==> src/hdl/lsb_stego_extractor_assert.svh <==
// Assertion macros for the LSB steganography extractor.
`ifndef LSB_STEGO_EXTRACTOR_ASSERT_SVH
`define LSB_STEGO_EXTRACTOR_ASSERT_SVH

`ifndef SYNTH
// Concurrent property, sampled on the rising clock edge, off while reset is held.
`define LSE_ASSERT(lbl, clk, rst_n, prop) \
	lbl: assert property (@(posedge clk) disable iff (!rst_n) prop) \
		else $error("lse assertion failed");
// A condition that must never hold.
`define LSE_NEVER(lbl, clk, rst_n, cond) \
	lbl: assert property (@(posedge clk) disable iff (!rst_n) !(cond)) \
		else $error("lse forbidden condition seen");
`else
`define LSE_ASSERT(lbl, clk, rst_n, prop)
`define LSE_NEVER(lbl, clk, rst_n, cond)
`endif

`endif

==> src/hdl/lse_pkg.sv <==
// Shared types and constants for the LSB steganography extractor.
`default_nettype none

package lse_pkg;

	typedef enum logic [1:0] {
		MODE_LSB1 = 2'd0,
		MODE_LSB4 = 2'd1,
		MODE_LSBI = 2'd2,
		MODE_NONE = 2'd3
	} mode_t;

	localparam logic [2:0] SLOT_TOP     = 3'd7;
	localparam logic [2:0] FLAG_BYTES   = 3'd4;
	localparam logic [2:0] HEADER_BYTES = 3'd4;

	typedef struct packed {
		logic [7:0] pixel_byte;
		logic       start_of_image;
		logic       last_of_image;
	} item_t;

	typedef struct packed {
		logic [7:0]  data_byte;
		logic [31:0] message_length;
		logic        length_known;
		logic        final_byte;
	} result_t;

endpackage

`default_nettype wire

==> src/hdl/lse_in_stage.sv <==
// Input register stage: holds one accepted carrier item for the core.
`default_nettype none

module lse_in_stage (
	input  wire             clk,
	input  wire             arst_n,
	input  wire             in_valid,
	output logic            in_ready,
	input  lse_pkg::item_t  in_item,
	input  wire             advance,
	output logic            valid_s1,
	output lse_pkg::item_t  item_s1
);
	import lse_pkg::*;

	assign in_ready = !valid_s1 || advance;

	always_ff @(posedge clk or negedge arst_n) begin
		if (!arst_n) begin
			valid_s1 <= 1'b0;
		end else if (in_ready) begin
			valid_s1 <= in_valid;
		end
	end

	always_ff @(posedge clk) begin
		if (in_valid && in_ready) begin
			item_s1 <= in_item;
		end
	end

endmodule

`default_nettype wire

==> src/hdl/lse_core.sv <==
// Extraction core: running state and the per-item bit placement.
`default_nettype none

module lse_core (
	input  wire               clk,
	input  wire               arst_n,
	input  lse_pkg::mode_t    mode,
	input  lse_pkg::item_t    item,
	input  wire               advance,
	output logic              has_result,
	output lse_pkg::result_t  result
);
	import lse_pkg::*;

	logic [3:0]  flags_q;
	logic [7:0]  asm_q;
	logic [2:0]  slot_q;
	logic [2:0]  hdr_q;
	logic [2:0]  cidx_q;
	logic [31:0] len_q;

	logic [3:0]  flags_e, flags_n;
	logic [7:0]  asm_e, asm_w, asm_n;
	logic [2:0]  slot_e, slot_w, slot_n;
	logic [2:0]  hdr_e, hdr_n;
	logic [2:0]  cidx_e, cidx_n;
	logic [31:0] len_e, len_n;
	logic [3:0]  nib;
	logic        bit_v;
	logic        done;
	logic        emit;

	always_comb begin
		// start of image wipes the running state before this byte is used
		flags_e = item.start_of_image ? 4'd0 : flags_q;
		asm_e   = item.start_of_image ? 8'd0 : asm_q;
		slot_e  = item.start_of_image ? SLOT_TOP : slot_q;
		hdr_e   = item.start_of_image ? 3'd0 : hdr_q;
		cidx_e  = item.start_of_image ? 3'd0 : cidx_q;
		len_e   = item.start_of_image ? 32'd0 : len_q;

		nib     = item.pixel_byte[3:0];
		bit_v   = 1'b0;
		flags_n = flags_e;
		asm_w   = asm_e;
		slot_w  = slot_e;
		done    = 1'b0;

		case (mode)
			MODE_LSB1: begin
				asm_w  = asm_e | (8'(item.pixel_byte[0]) << slot_e);
				done   = (slot_e == 3'd0);
				slot_w = slot_e - 3'd1;
			end
			MODE_LSB4: begin
				// nibble top bit lands on slot; bits below bit 0 are lost
				if (slot_e >= 3'd3) begin
					asm_w = asm_e | (8'(nib) << (slot_e - 3'd3));
				end else begin
					asm_w = asm_e | (8'(nib) >> (3'd3 - slot_e));
				end
				done   = (slot_e < 3'd4);
				slot_w = slot_e - 3'd4;
			end
			MODE_LSBI: begin
				if (cidx_e < FLAG_BYTES) begin
					flags_n[cidx_e[1:0]] = item.pixel_byte[0];
				end else begin
					bit_v  = item.pixel_byte[0] ^ flags_e[item.pixel_byte[2:1]];
					asm_w  = asm_e | (8'(bit_v) << slot_e);
					done   = (slot_e == 3'd0);
					slot_w = slot_e - 3'd1;
				end
			end
			default: begin
			end
		endcase

		cidx_n = (cidx_e < FLAG_BYTES) ? cidx_e + 3'd1 : cidx_e;

		emit = done || (item.last_of_image && (slot_w != SLOT_TOP));

		hdr_n = hdr_e;
		len_n = len_e;
		if (emit) begin
			asm_n  = 8'd0;
			slot_n = SLOT_TOP;
			if (hdr_e < HEADER_BYTES) begin
				len_n = {len_e[23:0], asm_w};
				hdr_n = hdr_e + 3'd1;
			end
		end else begin
			asm_n  = asm_w;
			slot_n = slot_w;
		end

		has_result            = emit;
		result.data_byte      = asm_w;
		result.length_known   = (hdr_n == HEADER_BYTES);
		result.message_length = (hdr_n == HEADER_BYTES) ? len_n : 32'd0;
		result.final_byte     = item.last_of_image;
	end

	always_ff @(posedge clk or negedge arst_n) begin
		if (!arst_n) begin
			flags_q <= 4'd0;
			asm_q   <= 8'd0;
			slot_q  <= SLOT_TOP;
			hdr_q   <= 3'd0;
			cidx_q  <= 3'd0;
			len_q   <= 32'd0;
		end else if (advance) begin
			flags_q <= flags_n;
			asm_q   <= asm_n;
			slot_q  <= slot_n;
			hdr_q   <= hdr_n;
			cidx_q  <= cidx_n;
			len_q   <= len_n;
		end
	end

endmodule

`default_nettype wire

==> src/hdl/lse_out_stage.sv <==
// Result register: holds one recovered byte until the sink takes it.
`default_nettype none

module lse_out_stage (
	input  wire               clk,
	input  wire               arst_n,
	input  wire               load,
	input  lse_pkg::result_t  load_result,
	output logic              free,
	output logic              out_valid,
	input  wire               out_ready,
	output lse_pkg::result_t  out_result
);
	import lse_pkg::*;

	assign free = !out_valid || out_ready;

	always_ff @(posedge clk or negedge arst_n) begin
		if (!arst_n) begin
			out_valid <= 1'b0;
		end else if (free) begin
			out_valid <= load;
		end
	end

	always_ff @(posedge clk) begin
		if (load) begin
			out_result <= load_result;
		end
	end

endmodule

`default_nettype wire

==> src/hdl/lsb_stego_extractor.sv <==
// Top level of the LSB steganography extractor.
//
//  channel   dir  handshake                      payload
//  s_axis    in   s_axis_tvalid / s_axis_tready   tdata pixel_byte, tuser start_of_image,
//                                                 tlast last_of_image
//  m_axis    out  m_axis_tvalid / m_axis_tready   tdata data_byte, message_length,
//                                                 tuser length_known, tlast final_byte
//  cfg       in   cfg_we (no back-pressure)       cfg_wdata mode
//
// One carrier item per cycle sustained while no held result stalls the input register. An item
// passes the input register, then the bit placement puts its result into the result register.
// arst_n clears the mode, both stage valid bits and the running extraction state.
// A held result stalls the input register only when the item there makes a result;
// items that give no result keep flowing.
`default_nettype none
`include "lsb_stego_extractor_assert.svh"

module lsb_stego_extractor (
	input  wire         clk,
	input  wire         arst_n,
	// mode register write
	input  wire         cfg_we,
	input  wire  [1:0]  cfg_wdata,      // [1:0] mode
	// carrier items
	input  wire         s_axis_tvalid,
	output logic        s_axis_tready,
	input  wire  [7:0]  s_axis_tdata,   // [7:0] pixel_byte
	input  wire         s_axis_tuser,   // [0] start_of_image
	input  wire         s_axis_tlast,   // last_of_image
	// recovered message items
	output logic        m_axis_tvalid,
	input  wire         m_axis_tready,
	output logic [39:0] m_axis_tdata,   // [7:0] data_byte, [39:8] message_length
	output logic        m_axis_tuser,   // [0] length_known
	output logic        m_axis_tlast    // final_byte
);
	import lse_pkg::*;

	mode_t    mode_q;
	item_t    in_item;
	item_t    item_s1;
	logic     valid_s1;
	logic     advance;
	logic     has_result;
	logic     out_free;
	logic     out_load;
	result_t  core_result;
	result_t  out_result;

	// mode is to change only while the block is idle; the user must see to it, the block does not enforce it
	always_ff @(posedge clk or negedge arst_n) begin
		if (!arst_n) begin
			mode_q <= MODE_LSB1;
		end else if (cfg_we) begin
			mode_q <= mode_t'(cfg_wdata);
		end
	end

	assign in_item.pixel_byte     = s_axis_tdata;
	assign in_item.start_of_image = s_axis_tuser;
	assign in_item.last_of_image  = s_axis_tlast;

	lse_in_stage u_in (
		.clk      (clk),
		.arst_n   (arst_n),
		.in_valid (s_axis_tvalid),
		.in_ready (s_axis_tready),
		.in_item  (in_item),
		.advance  (advance),
		.valid_s1 (valid_s1),
		.item_s1  (item_s1)
	);

	// the held item moves on unless it has a result and the result register is full
	assign advance  = valid_s1 && (!has_result || out_free);
	assign out_load = advance && has_result;

	lse_core u_core (
		.clk        (clk),
		.arst_n     (arst_n),
		.mode       (mode_q),
		.item       (item_s1),
		.advance    (advance),
		.has_result (has_result),
		.result     (core_result)
	);

	lse_out_stage u_out (
		.clk         (clk),
		.arst_n      (arst_n),
		.load        (out_load),
		.load_result (core_result),
		.free        (out_free),
		.out_valid   (m_axis_tvalid),
		.out_ready   (m_axis_tready),
		.out_result  (out_result)
	);

	assign m_axis_tdata = {out_result.message_length, out_result.data_byte};
	assign m_axis_tuser = out_result.length_known;
	assign m_axis_tlast = out_result.final_byte;

	// a result is only written into a free result register
	`LSE_NEVER(a_load_into_full, clk, arst_n, out_load && m_axis_tvalid && !m_axis_tready)
	// the length stays zero until the header is complete
	`LSE_NEVER(a_len_zero_unknown, clk, arst_n, m_axis_tvalid && !m_axis_tuser && |m_axis_tdata[39:8])
	// a drained input register with nothing new behind it is empty next cycle
	`LSE_ASSERT(a_s1_drains, clk, arst_n, (advance && !(s_axis_tvalid && s_axis_tready)) |=> !valid_s1)
	// nothing is loaded without a held item
	`LSE_NEVER(a_load_without_item, clk, arst_n, out_load && !valid_s1)

endmodule

`default_nettype wire

==> config.mk <==
export PLATFORM = sky130hd
export DESIGN_NAME = lsb_stego_extractor
export DESIGN_NICKNAME = d
export VERILOG_FILES = /design/src/hdl/lse_pkg.sv /design/src/hdl/lse_in_stage.sv /design/src/hdl/lse_core.sv /design/src/hdl/lse_out_stage.sv /design/src/hdl/lsb_stego_extractor.sv
export VERILOG_INCLUDE_DIRS = /design/src /design/src/hdl
export SDC_FILE = /design/constraint.sdc
export NUM_CORES = 1
export LEC_CHECK = 0
export BUFFER_PORTS_ARGS = -buffer_cell sky130_fd_sc_hd__buf_2
export CORE_MARGIN = 2
export CORE_UTILIZATION = 60
export DETAILED_ROUTE_END_ITERATION = 10
export GPL_TIMING_DRIVEN = 0
export PLACE_DENSITY = 0.82
export REMOVE_ABC_BUFFERS = 1
export SYNTH_ARGS = -nofsm -noshare
export SYNTH_HDL_FRONTEND = slang
export SYNTH_SLANG_ARGS = --single-unit
==> constraint.sdc <==
create_clock -name clk -period 8.7 [get_ports clk]
set_input_delay 0 -clock clk [delete_from_list [all_inputs] [get_ports clk]]
set_output_delay 0 -clock clk [all_outputs]
set_load 0.02 [all_outputs]
---- Word level (Yosys, flattened, before mapping) ----
Cells that the tools add are included.
cells by class
  add/subtract/negate cells ............... 6
  magnitude comparators ................... 7
  equality and inequality tests ........... 4
  shifts and indexed selects .............. 4
  muxes and demuxes ....................... 27
  bitwise operators ....................... 5
  reduce and logical (&&, ||, !) cells .... 14
operator list
  kind                                                        count
  two-way mux 32 bit                                          3
  two-way mux 8 bit                                           4
  OR 8 bit                                                    4
  two-way mux 3 bit                                           8
  one-hot mux 8 bit (3 select lines)                          1
  << shifter 1 x 3 -> 8 bit                                   2
  two-way mux 4 bit                                           3
  less-than comparator 3 bit, second input constant           3
  one-hot mux 3 bit (3 select lines)                          1
  << shifter 4 x 3 -> 8 bit                                   1
  >> shifter 4 x 3 -> 8 bit                                   1
  adder 3 x 1 -> 3 bit, second input constant                 2
  less-than comparator 2 x 3 -> 1 bit, second input constant  2
  logical AND 1 bit                                           5
  bitwise mux 4 bit                                           1
  logical OR 1 bit                                            4
  equality test 3 bit, second input constant                  1
  >= comparator 3 x 2 -> 1 bit, second input constant         1
  logical NOT 1 bit                                           3
  logical NOT 3 bit                                           1
  two-way mux 1 bit                                           3
  != test 3 bit, second input constant                        1
  one-hot mux 1 bit (3 select lines)                          1
  subtractor 2 x 3 -> 3 bit, first input constant             1
  other kinds (10)                                            10
word-level totals
  bits in registers ....................... 105
  bits of input ports ..................... 17
  output and inout port bits .............. 44

---- Depth between registers and ports, before layout ----
  depth after elaboration ................. 12
  depth in mapped cells ................... 15
  mapped depth without buffers ............ 11

---- Modules after synthesis ----
A second synthesis with hierarchy kept.
unflattened totals
  cells, all modules ...................... 485
  area, all modules ....................... 5383.9 um^2
by module, submodules not included
  module               instances  cells each  area each (um^2)
  lse_core             1          419         3631.0
  lse_out_stage        1          45          1308.8
  lse_in_stage         1          14          354.1
  lsb_stego_extractor  1          7           90.1

---- Worst setup path before layout ----
OpenSTA, ideal clock, no wires.
  path type ............................... register to register
  from .................................... register u_in.item_s1[1] (netlist name)
  to ...................................... register u_out.out_result[0] (netlist name)
  arrival ................................. 3.009 ns
  required time ........................... 8.303 ns
  setup slack ............................. 5.294 ns
  cell stages (with the launch flop) ...... 14
  period minus slack after synthesis ...... 3.406 ns
  cell sequence ........................... edfxtp_1 -> buf_2 -> buf_1 -> clkbuf_1 -> nor2_1 -> ha_1 -> nor2_1 -> o21ai_0 -> a41oi_2 -> nand3_2 -> and2_1 -> buf_2 -> nand2_1 -> inv_1
between the ends
  longest elaborated chain between the ends .. 11
  elaborated cells on any way between the ends .. 18
ends and longest elaborated chain
  element                                                                  line                                            text
  two-way mux 3 bit, on equally long branches                              lse_core.sv:37, lse_core.sv:39
  subtractor 3 x 1 -> 3 bit or less-than comparator 3 bit (tied branches)  lse_core.sv:53, lse_core.sv:72, lse_core.sv:66
  two-way mux 3 bit                                                        lse_core.sv:66                                  if (cidx_e < FLAG_BYTES) begin
  one-hot mux 3 bit (3 select lines)                                       lse_core.sv:49                                  case (mode)
  != test 3 bit                                                            lse_core.sv:81                                  emit = done || (item.last_of_image && (slot_w != SLOT_TOP));
  logical AND 1 bit                                                        lse_core.sv:81
  logical OR 1 bit (*)                                                     lse_core.sv:81
  logical NOT 1 bit                                                        lsb_stego_extractor.sv:75                       assign advance = valid_s1 && (!has_result || out_free);
  logical OR 1 bit                                                         lsb_stego_extractor.sv:75
  logical AND 1 bit                                                        lsb_stego_extractor.sv:75
  logical AND 1 bit (*)                                                    lsb_stego_extractor.sv:76                       assign out_load = advance && has_result;
  via out_load                                                             lsb_stego_extractor.sv:46                       logic out_load;
The timed path passes the listed nets; every way through them passes the cells marked *.
A chain may end at the register's enable or synchronous reset.

---- Worst setup path in the final report ----
  from .................................... register u_in.item_s1[1] (netlist name)
  to ...................................... register u_out.out_result[38] (netlist name)
between the ends
  longest elaborated chain between the ends .. 11
  elaborated cells on any way between the ends .. 18
ends and longest elaborated chain
  element                                                                  line
  two-way mux 3 bit, on equally long branches                              lse_core.sv:37, lse_core.sv:39
  subtractor 3 x 1 -> 3 bit or less-than comparator 3 bit (tied branches)  lse_core.sv:53, lse_core.sv:72, lse_core.sv:66
  two-way mux 3 bit                                                        lse_core.sv:66
  one-hot mux 3 bit (3 select lines)                                       lse_core.sv:49
  != test 3 bit                                                            lse_core.sv:81
  logical AND 1 bit                                                        lse_core.sv:81
  logical OR 1 bit (*)                                                     lse_core.sv:81
  logical NOT 1 bit                                                        lsb_stego_extractor.sv:75
  logical OR 1 bit                                                         lsb_stego_extractor.sv:75
  logical AND 1 bit                                                        lsb_stego_extractor.sv:75
  logical AND 1 bit (*)                                                    lsb_stego_extractor.sv:76
  via out_load                                                             lsb_stego_extractor.sv:46
Marks and branches as above.

==> impl_metrics.yaml <==
timing:
  setup_viol: 0
  skew_ns: 0.0179
  fmax_ghz: 0.227
  worstMarginPinSlew_ns: 1.14
  period_needed_ns: 4.41
  period_share_pct: 50.7
  max-slew-margin-rel_pct: 23.8
  hold_viol: 0
  rsz0062_at_grt: "false"
  fin_tns_setup_ns: 0
  slew_viol_final: 0
layout:
  final_util_pct: 67.9
  fin_nets: 556
  num_antenna_cells: 0
  syn_to_final_growth_pct: 10.1
  drive_above_1_share_pct: 22.2
pwr:
  power_density_nw_per_um2: 206
  internal_power_uw: 788
  clockPowerShare_pct: 23.5
  p_sw_uw: 425
  vdd_drop_max_uv: 124
  p_total_mw: 1.21
  share_comb_of_total_power_pct: 24.9
  pwr-share-seq_pct: 51.6
  p_leak_nw: 2.31
  sw_frac_of_total_pct: 35.0
synthesis:
  synthXorXnorAreaFrac_pct: 0.327
  synth_edf_count: 48
  synth.avg_cell_area_um2: 11.0
  ys_seq_elements: 105
  synth_cells: 488
  synth.cell_area_um2: 5350
  synth_top_family_by_area: "compound AO/OA/AOI/OAI gates"
  ys_seq_area_share_pct: 53.6
  synth-compound-area-share_pct: 25.0
  synthAdderAreaFrac_pct: 2.10
  synth.area.mux_share_pct: 2.17
  async_flop_share_pct: 54.3
  yosysWarnings: 0
  synth-simple-area-share_pct: 11.8
  synth_ff_type: "dfrtp_1"
  synth.distinct_cells: 71
detailed_routing:
  drt_iter0_drc: 327
  post_drt_wl_per_cell_um: 18.3
  finalWirelength_mm: 11.7
  drt-pass1-iter-count: 6
  route.vias.total: 4144
  antenna_left: 0
  viasPerCell: 6.44
  remaining_drc_errors: 0
clock_network:
  cts.sink_count: 105
  cts_buffers: 9
  clk-insertion-delay-late_ns: 0.38
  htree_num_levels: 3
  cts_buffer_depth: 2
  clk_pin_slew_worst_paths_ns: 0.10
  cts_tree: "done"
  cts-root-buf: "clkbuf_8"
placed_design:
  dpl.hpwl_mm: 7.62
  io_buffers: 56
  place.gp.congestion: 0.855
critical_path:
  endpoint_kind: "flip-flop"
  cp.required_ns: 8.70
  startpoint_type: "flip-flop"
  worst-path-max-fanout: 43
  critPathKind: "flip-flop to flip-flop"
  crit_arrival_ns: 4.41
floorplanning:
  fp-row-count: 34
  die_area_um2: 9690
  die_h_um: 98.5
  initial_core_util_pct: 61.7
  io_pins: 61
  core-area_um2: 8680
  die_x_um: 98.5
grt:
  grt-ovfl-total: 0
  grt_pass1_wl_mm: 20.0
  antenna_found_initial: 0
  track_usage_pct: 25.6
  first_global_vias: 4002
  grt_max_degree: 58
job:
  drv_cap: 0
status:
  status: "finished, final reports clean"
min_path:
  hold_class: "input port to asynchronous set/reset pin"
timing repair:
item	in CTS	in global routing
hold buffers	13	0
gates resized for setup	0	0
setup buffers	0	0
setup endpoints to repair	0	0
endpoints found under the hold margin	64	0
per-stage QoR:
step           std cells  hold slack, ns  instance area [µm²]  worst slack [ns]
3_5_place_dp         614           0.178                 5570              3.96
3_3_place_gp         614           0.176                 5560              3.86
2_1_floorplan        450          -0.296                 5150              4.86
4_1_cts              643           0.329                 5870              3.92
6_report             643           0.218                 5900              4.29
5_1_grt              643           0.297                 5900              4.03
synth_stat cells (4+ instances only):
master | count | area share (%)
nand2_1 | 56 | 3.9
dfrtp_1 | 54 | 25
edfxtp_1 | 48 | 27
o21ai_0 | 46 | 4.3
a22o_1 | 39 | 6.4
nor2_1 | 24 | 1.7
a21oi_2 | 23 | 3.8
clkbuf_1 | 20 | 1.4
a21oi_1 | 17 | 1.6
inv_1 | 13 | 0.91
ha_1 | 9 | 2.1
buf_2 | 8 | 0.75
a32oi_1 | 7 | 1.1
nor2b_1 | 7 | 0.82
a31oi_1 | 6 | 0.70
buf_6 | 6 | 1.3
mux2i_1 | 6 | 1.1
nand3_1 | 6 | 0.56
nand2b_1 | 5 | 0.58
o22ai_1 | 5 | 0.58
and2_1 | 4 | 0.47
and3_1 | 4 | 0.47
o2bb2ai_1 | 4 | 0.65
o31ai_1 | 4 | 0.56
sequential cells by signal (all words and copies together), names as in the netlist, 3 cells and up:
signal and cells:
u_core.hdr_q 3, u_core.slot_q 3, u_out.out_result 42, u_core.cidx_q 3
u_in.item_s1 6, u_core.flags_q 4, u_core.asm_q 8, u_core.len_q 32
cell families after synthesis:
group | after synthesis
adders and majority gates | 9
and+or+nand+nor | 128
muxes | 10
xor gates and xnor gates | 2
buffers and inverters | 53
DFF | 105
AOI/OAI and AO/OA | 181
per-layer routing:
layer / share of wire [%] / up-vias / global-route usage [%]
li1: - / 1904 / -
met1: 43 / 2052 / 35.3
met2: 49 / 171 / 41.5
met3: 6.1 / 17 / 4.96
met4: 1.7 / 0 / 8.32
met5: 0 / - / 0
layout make-up:
cell class	count	area, µm²
sequential	105	2870
clock buffer	10	128
multi-input combinational	330	2240
inverter	15	58.8
tap	108	135
timing repair buffer	69	413
fill	673	2780
clock inverter	6	50.0
layout by cell type (no fill, tap or decap), types with 3 or more instances in the layout:
cell type       n
o2bb2ai_1       4
o31ai_1         4
edfxtp_1       48
clkbuf_8        9
mux2i_1         6
nor2_1         24
inv_1          12
a21oi_2        23
ha_1            9
nand2b_1        5
and3_1          4
a31oi_1         6
nand2_1        56
a32oi_1         7
and2_1          4
dfrtp_1        54
nor2b_1         7
inv_6           3
a22o_1         39
a21oi_1        17
o22ai_1         5
nand3_1         6
o21ai_0        46
dlygate4sd3_1  13
buf_2          55
a21boi_0        3
o31a_1          3
dfstp_2         3
path summary, 6_finish.rpt:
check                                 start                   end  slack [ns]  cells past startpoint
max                         u_in.item_s1[1]  u_out.out_result[38]        4.29                      9
min                                  arst_n      u_core.len_q[20]        0.22                      2
max reg2reg                 u_in.item_s1[1]  u_out.out_result[38]        4.29                      9
min reg2reg                u_core.len_q[26]      u_core.len_q[26]        0.51                      1
max in group asynchronous            arst_n     u_core.flags_q[0]        8.00                      2
min in group clk            s_axis_tdata[0]       u_in.item_s1[2]        0.32                      2
power groups by stage:
stage          clock (mW)  combinational (mW)  sequential [mW]
5_1_grt             0.306               0.332            0.633
3_3_place_gp            0               0.280            0.632
6_report            0.284               0.302            0.626
2_1_floorplan           0               0.188            0.643
4_1_cts             0.285               0.296            0.624
3_5_place_dp            0               0.290            0.635
worst max-delay path, stage by stage, from the launching register on:
cell	delay, ns
edfxtp_1	1.11
or2_1	0.45
inv_4	0.13
ha_1	0.32
nand2_1	0.08
o221a_2	0.33
nand3_2	0.10
and2_1	0.55
nand2_1	0.20
inv_2	0.71
Power figures use the tool's default switching activity.
